<file path="config.mk">
export PLATFORM = sky130hd
export DESIGN_NAME = selective_repeat_sender_unit_flat
export DESIGN_NICKNAME = d
export VERILOG_FILES = /design/src/hdl/srs_pkg.sv /design/src/hdl/srs_if.sv /design/src/hdl/srs_ram.sv /design/src/hdl/srs_ctrl.sv /design/src/hdl/srs_dp.sv /design/src/hdl/selective_repeat_sender_unit.sv /design/src/flat_wrapper.sv
export SDC_FILE = /design/constraint.sdc
export NUM_CORES = 1
export LEC_CHECK = 0
export ABC_AREA = 1
export ABC_CLOCK_PERIOD_IN_PS = 4000
export BUFFER_PORTS_ARGS = -buffer_cell sky130_fd_sc_hd__clkbuf_2
export CORE_MARGIN = 4
export CORE_UTILIZATION = 27
export DETAILED_ROUTE_END_ITERATION = 6
export SYNTH_ARGS = -nofsm -noshare
export SYNTH_HDL_FRONTEND = slang
export SYNTH_SLANG_ARGS = --single-unit
export TNS_END_PERCENT = 20
</file>
<file path="constraint.sdc">
create_clock -name i_clk -period 4 [get_ports i_clk]
set_input_delay 0.6 -clock i_clk [delete_from_list [all_inputs] [get_ports i_clk]]
set_output_delay 0.6 -clock i_clk [all_outputs]
set_load 0.05 [all_outputs]
</file>
<file path="src/hdl/srs_pkg.sv">
// Shared types, codes and field widths of the selective-repeat sender.
`timescale 1ns / 1ps

package srs_pkg;

    localparam int OPCODE_W  = 2;
    localparam int SEQ_FLD_W = 3;
    localparam int PAY_FLD_W = 32;
    localparam int STATUS_W  = 3;

    localparam int DEF_WINDOW       = 4;
    localparam int DEF_SEQ_SPACE    = 8;
    localparam int DEF_PAYLOAD_BITS = 32;

    typedef enum logic [OPCODE_W-1:0] {
        OP_SEND    = 2'd0,
        OP_ACK     = 2'd1,
        OP_TIMEOUT = 2'd2,
        OP_NONE    = 2'd3
    } t_op;

    typedef enum logic [STATUS_W-1:0] {
        ST_REFUSED = 3'd0,
        ST_SENT    = 3'd1,
        ST_ACK_OK  = 3'd2,
        ST_ACK_IGN = 3'd3,
        ST_RETX    = 3'd4
    } t_status;

    // Commands from the controller to the datapath.
    typedef struct packed {
        logic capture;
        logic exec;
        logic slide_step;
        logic load;
    } t_cmd;

    // Status from the datapath to the controller.
    typedef struct packed {
        logic ack_slides;
        logic slide_more;
        logic out_free;
    } t_stat;

endpackage

</file>
<file path="src/hdl/srs_if.sv">
// Request and result channel interfaces of the selective-repeat sender.
`timescale 1ns / 1ps

interface srs_in_if;
    import srs_pkg::*;

    logic                 valid;
    logic                 ready;
    logic [OPCODE_W-1:0]  opcode;
    logic [PAY_FLD_W-1:0] payload_word;
    logic [SEQ_FLD_W-1:0] ack_seq;
    logic                 ack_checksum_ok;
    logic [SEQ_FLD_W-1:0] timeout_seq;

    modport source (output valid, opcode, payload_word, ack_seq, ack_checksum_ok,
                    timeout_seq, input ready);
    modport sink (input valid, opcode, payload_word, ack_seq, ack_checksum_ok,
                  timeout_seq, output ready);
endinterface

interface srs_out_if;
    import srs_pkg::*;

    logic                 valid;
    logic                 ready;
    logic [STATUS_W-1:0]  status;
    logic                 tx_valid;
    logic [SEQ_FLD_W-1:0] tx_seq;
    logic [PAY_FLD_W-1:0] tx_payload;
    logic [SEQ_FLD_W-1:0] timer_seq;
    logic                 timer_restart;
    logic                 timer_stop;
    logic                 window_full;
    logic [SEQ_FLD_W-1:0] window_base;
    logic [SEQ_FLD_W-1:0] next_seq;

    modport source (output valid, status, tx_valid, tx_seq, tx_payload, timer_seq,
                    timer_restart, timer_stop, window_full, window_base, next_seq,
                    input ready);
    modport sink (input valid, status, tx_valid, tx_seq, tx_payload, timer_seq,
                  timer_restart, timer_stop, window_full, window_base, next_seq,
                  output ready);
endinterface

</file>
<file path="src/hdl/srs_ram.sv">
// Generic single-write, single-read RAM with registered read data.
`timescale 1ns / 1ps

module srs_ram #(
    parameter int WIDTH = 32,
    parameter int DEPTH = 8
) (
    input  logic                     i_clk,
    input  logic                     i_we,
    input  logic [$clog2(DEPTH)-1:0] i_waddr,
    input  logic [WIDTH-1:0]         i_wdata,
    input  logic                     i_re,
    input  logic [$clog2(DEPTH)-1:0] i_raddr,
    output logic [WIDTH-1:0]         o_rdata
);

    logic [WIDTH-1:0] r_mem [DEPTH];
    logic [WIDTH-1:0] r_rdata;

    always_ff @(posedge i_clk) begin
        if (i_we) begin
            r_mem[i_waddr] <= i_wdata;
        end
        if (i_re) begin
            r_rdata <= r_mem[i_raddr];
        end
    end

    assign o_rdata = r_rdata;

endmodule

</file>
<file path="src/hdl/srs_ctrl.sv">
// Controller state machine of the selective-repeat sender.
`timescale 1ns / 1ps

module srs_ctrl (
    input  logic           i_clk,
    input  logic           i_rst_n,
    srs_in_if.sink         i_in,
    input  srs_pkg::t_stat i_stat,
    output srs_pkg::t_cmd  o_cmd
);
    import srs_pkg::*;

    typedef enum logic [3:0] {
        S_IDLE  = 4'b0001,
        S_EXEC  = 4'b0010,
        S_SLIDE = 4'b0100,
        S_LOAD  = 4'b1000
    } t_state;

    t_state r_state;
    t_state n_state;

    always_comb begin
        n_state = r_state;
        o_cmd   = '0;
        i_in.ready = 1'b0;
        unique case (r_state)
            S_IDLE: begin
                i_in.ready = 1'b1;
                // An unused opcode is taken and dropped without a result.
                if (i_in.valid && i_in.opcode != OP_NONE) begin
                    o_cmd.capture = 1'b1;
                    n_state = S_EXEC;
                end
            end
            S_EXEC: begin
                o_cmd.exec = 1'b1;
                n_state = i_stat.ack_slides ? S_SLIDE : S_LOAD;
            end
            S_SLIDE: begin
                if (i_stat.slide_more) begin
                    o_cmd.slide_step = 1'b1;
                end else begin
                    n_state = S_LOAD;
                end
            end
            S_LOAD: begin
                if (i_stat.out_free) begin
                    o_cmd.load = 1'b1;
                    n_state = S_IDLE;
                end
            end
            default: begin
                n_state = S_IDLE;
            end
        endcase
    end

    always_ff @(posedge i_clk) begin
        if (!i_rst_n) begin
            r_state <= S_IDLE;
        end else begin
            r_state <= n_state;
        end
    end

endmodule

</file>
<file path="src/hdl/srs_dp.sv">
// Datapath of the selective-repeat sender: window state, acked marks,
// packet store and result register.
`timescale 1ns / 1ps

module srs_dp #(
    parameter int WINDOW       = srs_pkg::DEF_WINDOW,
    parameter int SEQ_SPACE    = srs_pkg::DEF_SEQ_SPACE,
    parameter int PAYLOAD_BITS = srs_pkg::DEF_PAYLOAD_BITS
) (
    input  logic           i_clk,
    input  logic           i_rst_n,
    srs_in_if.sink         i_in,
    srs_out_if.source      o_out,
    input  srs_pkg::t_cmd  i_cmd,
    output srs_pkg::t_stat o_stat
);
    import srs_pkg::*;

    localparam int SEQ_W   = $clog2(SEQ_SPACE);
    localparam int EFF_WIN = (WINDOW < SEQ_SPACE) ? WINDOW : SEQ_SPACE - 1;
    localparam int STORE_W = (PAYLOAD_BITS < PAY_FLD_W) ? PAYLOAD_BITS : PAY_FLD_W;

    function automatic logic [SEQ_W-1:0] f_inc(input logic [SEQ_W-1:0] a_seq);
        return (a_seq == SEQ_W'(SEQ_SPACE - 1)) ? '0 : a_seq + 1'b1;
    endfunction

    function automatic logic [SEQ_W-1:0] f_dist(input logic [SEQ_W-1:0] a_from,
                                                input logic [SEQ_W-1:0] a_to);
        logic [SEQ_W:0] d;
        d = {1'b0, a_to} - {1'b0, a_from};
        if (d[SEQ_W]) begin
            d = d + (SEQ_W+1)'(SEQ_SPACE);
        end
        return d[SEQ_W-1:0];
    endfunction

    // Window state and acked marks.
    logic [SEQ_W-1:0]     r_base, n_base;
    logic [SEQ_W-1:0]     r_next, n_next;
    logic [SEQ_SPACE-1:0] r_mark, n_mark;

    // Captured item.
    t_op                  r_op;
    logic [STORE_W-1:0]   r_payload;
    logic [SEQ_W-1:0]     r_seq;
    logic                 r_ack_good;

    // Result fields worked out during execution.
    t_status              r_status, n_status;
    logic                 r_txv, n_txv;
    logic [SEQ_W-1:0]     r_txs, n_txs;
    logic [SEQ_W-1:0]     r_tms, n_tms;
    logic                 r_tmr, n_tmr;
    logic                 r_tmst, n_tmst;

    // Output register.
    logic                 r_out_valid, n_out_valid;
    t_status              r_o_status;
    logic                 r_o_txv;
    logic [SEQ_W-1:0]     r_o_txs;
    logic [STORE_W-1:0]   r_o_payload;
    logic [SEQ_W-1:0]     r_o_tms;
    logic                 r_o_tmr;
    logic                 r_o_tmst;
    logic                 r_o_full;
    logic [SEQ_W-1:0]     r_o_base;
    logic [SEQ_W-1:0]     r_o_next;

    logic                 full;
    logic                 ack_ok;
    logic [SEQ_W-1:0]     timeout_mod;
    logic                 ack_in_range;
    logic                 ram_we;
    logic                 ram_re;
    logic [STORE_W-1:0]   ram_rdata;

    assign full = f_dist(r_base, r_next) >= SEQ_W'(EFF_WIN);
    assign ack_ok = (r_base != r_next) && r_ack_good
                    && (f_dist(r_base, r_seq) < SEQ_W'(EFF_WIN));
    assign ack_in_range = 32'(i_in.ack_seq) < SEQ_SPACE;

    // Timeout number reduced modulo the sequence space by repeated subtraction.
    always_comb begin
        logic [SEQ_FLD_W+1:0] v;
        v = (SEQ_FLD_W+2)'(i_in.timeout_seq);
        for (int k = 0; k < 7; k++) begin
            if (v >= (SEQ_FLD_W+2)'(SEQ_SPACE)) begin
                v = v - (SEQ_FLD_W+2)'(SEQ_SPACE);
            end
        end
        timeout_mod = SEQ_W'(v);
    end

    assign o_stat.ack_slides = i_cmd.exec && r_op == OP_ACK && ack_ok && r_seq == r_base;
    assign o_stat.slide_more = (r_base != r_next) && r_mark[r_base];
    assign o_stat.out_free   = !r_out_valid || o_out.ready;

    assign ram_we = i_cmd.exec && r_op == OP_SEND && !full;
    assign ram_re = i_cmd.exec && r_op == OP_TIMEOUT;

    srs_ram #(
        .WIDTH (STORE_W),
        .DEPTH (SEQ_SPACE)
    ) u_store (
        .i_clk   (i_clk),
        .i_we    (ram_we),
        .i_waddr (r_next),
        .i_wdata (r_payload),
        .i_re    (ram_re),
        .i_raddr (r_seq),
        .o_rdata (ram_rdata)
    );

    always_comb begin
        n_base      = r_base;
        n_next      = r_next;
        n_mark      = r_mark;
        n_status    = r_status;
        n_txv       = r_txv;
        n_txs       = r_txs;
        n_tms       = r_tms;
        n_tmr       = r_tmr;
        n_tmst      = r_tmst;
        n_out_valid = r_out_valid;

        if (i_cmd.exec) begin
            n_txv  = 1'b0;
            n_txs  = '0;
            n_tms  = '0;
            n_tmr  = 1'b0;
            n_tmst = 1'b0;
            unique case (r_op)
                OP_SEND: begin
                    if (full) begin
                        n_status = ST_REFUSED;
                    end else begin
                        n_mark[r_next] = 1'b0;
                        n_next   = f_inc(r_next);
                        n_status = ST_SENT;
                        n_txv    = 1'b1;
                        n_txs    = r_next;
                        n_tms    = r_next;
                        n_tmr    = 1'b1;
                    end
                end
                OP_ACK: begin
                    if (ack_ok) begin
                        n_mark[r_seq] = 1'b1;
                        n_status = ST_ACK_OK;
                        n_tms    = r_seq;
                        n_tmst   = 1'b1;
                    end else begin
                        n_status = ST_ACK_IGN;
                    end
                end
                OP_TIMEOUT: begin
                    n_status = ST_RETX;
                    n_txv    = 1'b1;
                    n_txs    = r_seq;
                    n_tms    = r_seq;
                    n_tmr    = 1'b1;
                end
                default: begin
                    n_status = ST_ACK_IGN;
                end
            endcase
        end

        if (i_cmd.slide_step) begin
            n_base = f_inc(r_base);
        end

        if (o_out.ready) begin
            n_out_valid = 1'b0;
        end
        if (i_cmd.load) begin
            n_out_valid = 1'b1;
        end
    end

    always_ff @(posedge i_clk) begin
        if (!i_rst_n) begin
            r_base      <= '0;
            r_next      <= '0;
            r_mark      <= '0;
            r_out_valid <= 1'b0;
        end else begin
            r_base      <= n_base;
            r_next      <= n_next;
            r_mark      <= n_mark;
            r_out_valid <= n_out_valid;
        end
    end

    always_ff @(posedge i_clk) begin
        r_status <= n_status;
        r_txv    <= n_txv;
        r_txs    <= n_txs;
        r_tms    <= n_tms;
        r_tmr    <= n_tmr;
        r_tmst   <= n_tmst;
        if (i_cmd.capture) begin
            r_op       <= t_op'(i_in.opcode);
            r_payload  <= i_in.payload_word[STORE_W-1:0];
            r_seq      <= (i_in.opcode == OP_ACK) ? SEQ_W'(i_in.ack_seq) : timeout_mod;
            r_ack_good <= i_in.ack_checksum_ok && ack_in_range;
        end
        if (i_cmd.load) begin
            r_o_status <= r_status;
            r_o_txv    <= r_txv;
            r_o_txs    <= r_txs;
            r_o_tms    <= r_tms;
            r_o_tmr    <= r_tmr;
            r_o_tmst   <= r_tmst;
            r_o_full   <= full;
            r_o_base   <= r_base;
            r_o_next   <= r_next;
            if (!r_txv) begin
                r_o_payload <= '0;
            end else if (r_op == OP_TIMEOUT) begin
                r_o_payload <= ram_rdata;
            end else begin
                r_o_payload <= r_payload;
            end
        end
    end

    assign o_out.valid         = r_out_valid;
    assign o_out.status        = r_o_status;
    assign o_out.tx_valid      = r_o_txv;
    assign o_out.tx_seq        = SEQ_FLD_W'(r_o_txs);
    assign o_out.tx_payload    = PAY_FLD_W'(r_o_payload);
    assign o_out.timer_seq     = SEQ_FLD_W'(r_o_tms);
    assign o_out.timer_restart = r_o_tmr;
    assign o_out.timer_stop    = r_o_tmst;
    assign o_out.window_full   = r_o_full;
    assign o_out.window_base   = SEQ_FLD_W'(r_o_base);
    assign o_out.next_seq      = SEQ_FLD_W'(r_o_next);

endmodule

</file>
<file path="src/hdl/selective_repeat_sender_unit.sv">
// Top level of the selective-repeat ARQ sender.
//
//   port    dir   handshake     beat contents
//   i_in    in    valid/ready   opcode, payload_word, ack_seq, ack_checksum_ok, timeout_seq
//   o_out   out   valid/ready   status, tx and timer commands, window_full/base, next_seq
//
// After its beat is accepted an item passes through S_EXEC and then S_LOAD, which loads the
// result into o_out, and the next beat is taken back in S_IDLE. An ack of the base also passes
// through S_SLIDE, which slides the window base over acked entries (up to the window size).
// One item is in work at a time; a new beat is taken while a result waits in o_out.
// Reset is synchronous: base, next number and acked marks clear; the packet store
// is not cleared. A stalled o_out holds the controller before it loads the result.
`timescale 1ns / 1ps

module selective_repeat_sender_unit #(
    parameter int WINDOW       = srs_pkg::DEF_WINDOW,
    parameter int SEQ_SPACE    = srs_pkg::DEF_SEQ_SPACE,
    parameter int PAYLOAD_BITS = srs_pkg::DEF_PAYLOAD_BITS
) (
    input  logic      i_clk,
    input  logic      i_rst_n,
    srs_in_if.sink    i_in,
    srs_out_if.source o_out
);
    import srs_pkg::*;

    t_cmd  cmd;
    t_stat stat;

    srs_ctrl u_ctrl (
        .i_clk   (i_clk),
        .i_rst_n (i_rst_n),
        .i_in    (i_in),
        .i_stat  (stat),
        .o_cmd   (cmd)
    );

    srs_dp #(
        .WINDOW       (WINDOW),
        .SEQ_SPACE    (SEQ_SPACE),
        .PAYLOAD_BITS (PAYLOAD_BITS)
    ) u_dp (
        .i_clk   (i_clk),
        .i_rst_n (i_rst_n),
        .i_in    (i_in),
        .o_out   (o_out),
        .i_cmd   (cmd),
        .o_stat  (stat)
    );

    a_cmd_onehot: assert property (@(posedge i_clk) disable iff (!i_rst_n)
        $onehot0({cmd.capture, cmd.exec, cmd.slide_step, cmd.load}))
        else $error("controller issued more than one command");

    a_load_free: assert property (@(posedge i_clk) disable iff (!i_rst_n)
        cmd.load |-> stat.out_free)
        else $error("result loaded over an untaken beat");

    a_accept_exec: assert property (@(posedge i_clk) disable iff (!i_rst_n)
        (i_in.valid && i_in.ready && i_in.opcode != OP_NONE) |=> cmd.exec)
        else $error("accepted beat not executed in the next cycle");

    a_slide_needed: assert property (@(posedge i_clk) disable iff (!i_rst_n)
        cmd.slide_step |-> stat.slide_more)
        else $error("base slid over an entry that is not acked");

    a_sent_fields: assert property (@(posedge i_clk) disable iff (!i_rst_n)
        (o_out.valid && o_out.status == ST_SENT) |->
        (o_out.tx_valid && o_out.timer_restart && o_out.tx_seq == o_out.timer_seq))
        else $error("sent result without matching transmit and timer command");

endmodule
</file>
<file path="src/flat_wrapper.sv">
// flat-port wrapper written by rule: the top's interface ports become plain ports
module selective_repeat_sender_unit_flat import srs_pkg::*;
#(
    parameter int WINDOW       = srs_pkg::DEF_WINDOW,
    parameter int SEQ_SPACE    = srs_pkg::DEF_SEQ_SPACE,
    parameter int PAYLOAD_BITS = srs_pkg::DEF_PAYLOAD_BITS
)
  (i_clk, i_rst_n, i_in_valid, i_in_opcode, i_in_payload_word, i_in_ack_seq, i_in_ack_checksum_ok, i_in_timeout_seq, i_in_ready, o_out_valid, o_out_status, o_out_tx_valid, o_out_tx_seq, o_out_tx_payload, o_out_timer_seq, o_out_timer_restart, o_out_timer_stop, o_out_window_full, o_out_window_base, o_out_next_seq, o_out_ready);
  srs_in_if i_in_i ();
  srs_out_if o_out_i ();
  input  logic i_clk;
  input  logic i_rst_n;
  input wire logic [$bits(i_in_i.valid)-1:0] i_in_valid;
  input wire logic [$bits(i_in_i.opcode)-1:0] i_in_opcode;
  input wire logic [$bits(i_in_i.payload_word)-1:0] i_in_payload_word;
  input wire logic [$bits(i_in_i.ack_seq)-1:0] i_in_ack_seq;
  input wire logic [$bits(i_in_i.ack_checksum_ok)-1:0] i_in_ack_checksum_ok;
  input wire logic [$bits(i_in_i.timeout_seq)-1:0] i_in_timeout_seq;
  output wire logic [$bits(i_in_i.ready)-1:0] i_in_ready;
  output wire logic [$bits(o_out_i.valid)-1:0] o_out_valid;
  output wire logic [$bits(o_out_i.status)-1:0] o_out_status;
  output wire logic [$bits(o_out_i.tx_valid)-1:0] o_out_tx_valid;
  output wire logic [$bits(o_out_i.tx_seq)-1:0] o_out_tx_seq;
  output wire logic [$bits(o_out_i.tx_payload)-1:0] o_out_tx_payload;
  output wire logic [$bits(o_out_i.timer_seq)-1:0] o_out_timer_seq;
  output wire logic [$bits(o_out_i.timer_restart)-1:0] o_out_timer_restart;
  output wire logic [$bits(o_out_i.timer_stop)-1:0] o_out_timer_stop;
  output wire logic [$bits(o_out_i.window_full)-1:0] o_out_window_full;
  output wire logic [$bits(o_out_i.window_base)-1:0] o_out_window_base;
  output wire logic [$bits(o_out_i.next_seq)-1:0] o_out_next_seq;
  input wire logic [$bits(o_out_i.ready)-1:0] o_out_ready;
  assign i_in_i.valid = i_in_valid;
  assign i_in_i.opcode = i_in_opcode;
  assign i_in_i.payload_word = i_in_payload_word;
  assign i_in_i.ack_seq = i_in_ack_seq;
  assign i_in_i.ack_checksum_ok = i_in_ack_checksum_ok;
  assign i_in_i.timeout_seq = i_in_timeout_seq;
  assign i_in_ready = i_in_i.ready;
  assign o_out_valid = o_out_i.valid;
  assign o_out_status = o_out_i.status;
  assign o_out_tx_valid = o_out_i.tx_valid;
  assign o_out_tx_seq = o_out_i.tx_seq;
  assign o_out_tx_payload = o_out_i.tx_payload;
  assign o_out_timer_seq = o_out_i.timer_seq;
  assign o_out_timer_restart = o_out_i.timer_restart;
  assign o_out_timer_stop = o_out_i.timer_stop;
  assign o_out_window_full = o_out_i.window_full;
  assign o_out_window_base = o_out_i.window_base;
  assign o_out_next_seq = o_out_i.next_seq;
  assign o_out_i.ready = o_out_ready;
  selective_repeat_sender_unit #(.WINDOW(WINDOW), .SEQ_SPACE(SEQ_SPACE), .PAYLOAD_BITS(PAYLOAD_BITS)) u_core (.i_clk(i_clk), .i_rst_n(i_rst_n), .i_in(i_in_i), .o_out(o_out_i));
endmodule
</file>
==> impl_metrics.tcl <==
set metrics [dict create \
    synth_edf_count 387 \
    row_count 87 \
    cp.required_ns 4.25 \
    hold_viol_final 0 \
    synth_cell_types 35 \
    worst_pin_slew_ns 1.16 \
    synth_common_cells "edfxtp_1 (387), nor2_1 (250), o21ai_0 (172)" \
    io_buffers 97 \
    cts_tree "built" \
    start_util_pct 27.5 \
    cts_resized 0 \
    gp_congestion 0.800 \
    min_period_ns 2.97 \
    drc 0 \
    drive_gt1_share_pct 17.0 \
    core_area_sq_um 56800 \
    dieWidth_um 249 \
    clock_skew_ns 0.0138 \
    grt_pass1_wl_um 56900 \
    cts-root-buf "clkbuf_16" \
    grt_max_degree 100 \
    ctsHoldBuffers 0 \
    firstDrtPassIters 5 \
    clock_path_buffers 3 \
    period_share_pct 74.2 \
    dp.cells 1960 \
    arrival_ns 3.22 \
    reg2reg_slack_ns 1.03 \
    synthFlopType "edfxtp_1" \
    syn_area_sq_um 15600 \
    finalWirelength_um 37000 \
    wl_per_cell_um 18.2 \
    fmax_mhz 337 \
    endpoint_kind "flip-flop" \
    layout.nets 1302 \
    synth.avg_cell_area_sq_um 13.6 \
    grt-ovfl-total 0 \
    antenna_found_initial 0 \
    p_leak_nw 6.17 \
    final_cells 2036 \
    clk_pin_slew_ns 0.06 \
    synthTopCellsByArea "edfxtp_1 (74%), nor2_1 (6.0%), o21ai_0 (5.5%), dfxtp_1 (2.4%), o2111ai_1 (1.8%)" \
    async_reset_ff_share_pct 0 \
    area_growth_pct 18.1 \
    synthCells 1148 \
    vias 9249 \
    drtIter0Drc 786 \
    totalNegativeSetupSlack_ns 0 \
    antenna_cells 0 \
    h-tree-depth 2 \
    via_per_inst 4.54 \
    numCtsBuffers 43 \
    synth_top_area_cell "edfxtp_1" \
    setup_violations 0 \
    die_h_um 249 \
    rsz0062_at_grt "false" \
    yosys.area.top_type_share_pct 74.3 \
    slew_viol_final 0 \
    hpwl_um 21900 \
    vdd_drop_max_mv 0.255 \
    hold_class "input pin to flip-flop" \
    maxCapViolCount 0 \
    io_pins 98 \
    power_density_nw_per_um2 516 \
    post_cts_buffers 0 \
    clock_latency_ns 0.55 \
    antenna_left 0 \
    startpoint_type "flip-flop" \
    grt_pass1_vias 9459 \
    clock_sinks 406 \
    fillers 5612 \
    max-slew-margin-rel_pct 22.2 \
    syn-num-nets 1201 \
    crit_type "flip-flop to flip-flop" \
    cp_max_fo 25 \
    synth-seq-cells 406 \
    yosysMostFrequentCell "edfxtp_1" \
    ys.warnings.count 0 \
    yosysSeqAreaShare_pct 76.8 \
    outcome "finished clean" \
    track_usage_pct 11.6 \
    die_area_sq_um 61800 \
]
==> routing by layer <==
metal  up-vias  wire length (um)  global-route usage, %
met2       255             18100                   19.8
li1       4395                 -                      -
met5         -                 0                      0
met1      4533             16300                   15.4
met3        66              1730                   1.89
met4         0               867                   3.62
==> flip-flops by register name (all words and copies together) (netlist names), 2 cells and up <==
name and count:
u_core.u_dp.r_txs 3, u_core.u_dp.u_store.r_mem 256, u_core.u_dp.r_status 3, u_core.u_ctrl.r_state 4, u_core.u_dp.o_out.tx_payload 32, u_core.u_dp.o_out.timer_seq 3
u_core.u_dp.o_out.next_seq 3, u_core.u_dp.r_payload 32, u_core.u_dp.o_out.status 3, u_core.u_dp.r_seq 3, u_core.u_dp.r_mark 8, u_core.u_dp.o_out.window_base 3
u_core.u_dp.u_store.o_rdata 32, u_core.u_dp.r_base 3, u_core.u_dp.r_op 2, u_core.u_dp.o_out.tx_seq 3, u_core.u_dp.r_next 3, u_core.u_dp.r_tms 3
==> worst paths after layout <==
path,startpoint,endpoint,cells after the start
setup / recovery,u_core.u_dp.r_base[1]$_SDFFE_PN0P_,u_core.u_dp.u_store.r_mem[1][9]$_DFFE_PP_,11
hold / removal,i_in_payload_word[29],u_core.u_dp.r_payload[29]$_DFFE_PP_,1
setup reg to reg,u_core.u_dp.r_base[1]$_SDFFE_PN0P_,u_core.u_dp.u_store.r_mem[1][9]$_DFFE_PP_,11
hold reg to reg,u_core.u_dp.r_status[0]$_DFFE_PN_,u_core.u_dp.o_out.status[0]$_DFFE_PP_,0
==> through the flow <==
stage          hold WS (ns)  utilization [%]  worst slack (ns)  total power [mW]  cell area (sq um)
3_5_place_dp          0.405             30.0              1.03              5.59              17000
3_3_place_gp          0.407             30.0              1.10              5.58              17000
5_1_grt               0.206             32.5             0.803              9.87              18500
2_1_floorplan         0.400                -             0.546              5.35              15600
4_1_cts               0.194             32.5              1.00              9.64              18500
6_report              0.227             32.5              1.03              9.54              18500
==> worst max-delay path, stage by stage, from the launching register on <==
cell and delay (ns):
dfxtp_1 0.45, inv_1 0.12, ha_1 0.32, nand2_1 0.08, nand2_1 0.07, inv_1 0.06, nand2_1 0.06, and2_4 0.16
nor2_8 0.12, nand2_4 0.19, nor2_4 0.72, buf_4 0.31
==> where the power goes <==
group / total, mW / switching, mW / internal (mW)
logic: 0.603 / 0.440 / 0.164
clock network: 4.05 / 1.60 / 2.44
registers: 4.89 / 0.102 / 4.79
==> kinds of logic (layout without fill, tap and decap cells) <==
| logic type | Yosys count | after routing | synth area share (%) |
|---|---|---|---|
| buf+inv | 97 | 229 | 2.66 |
| simple gates | 369 | 369 | 9.91 |
| compound gates | 265 | 265 | 9.80 |
| flops | 406 | 406 | 76.8 |
| fa+ha+maj | 8 | 8 | 0.640 |
| mux | 3 | 3 | 0.216 |
==> cells in the final DEF (no fill, tap or decap), types with 4 or more instances in the layout <==
cell and instances:
edfxtp_1 387, nor2_1 238, o21ai_0 172, clkbuf_2 97, nand2_1 62, clkbuf_16 45, o2111ai_1 32, o21a_1 31
inv_1 31, nand3_1 26, a21oi_1 23, buf_4 19, dfxtp_1 19, nor2_4 14, nand4_1 11, clkinv_2 8
ha_1 8, clkinv_1 7, clkbuf_1 7, nand2_2 6, bufinv_16 6, o21ai_1 4
==> cell type report <==
type	instances	area [sq um]	area share (%)
Timing Repair Buffer	116	628	3.40
Clock buffer	52	1150	6.24
Inverter	37	143	0.772
Sequential cell	406	12000	65.0
Clock inverter	24	282	1.52
Multi-Input combinational cell	645	3320	18.0
Tap cell	756	946	5.12
Note: power is estimated with default switching activity, not from simulation.
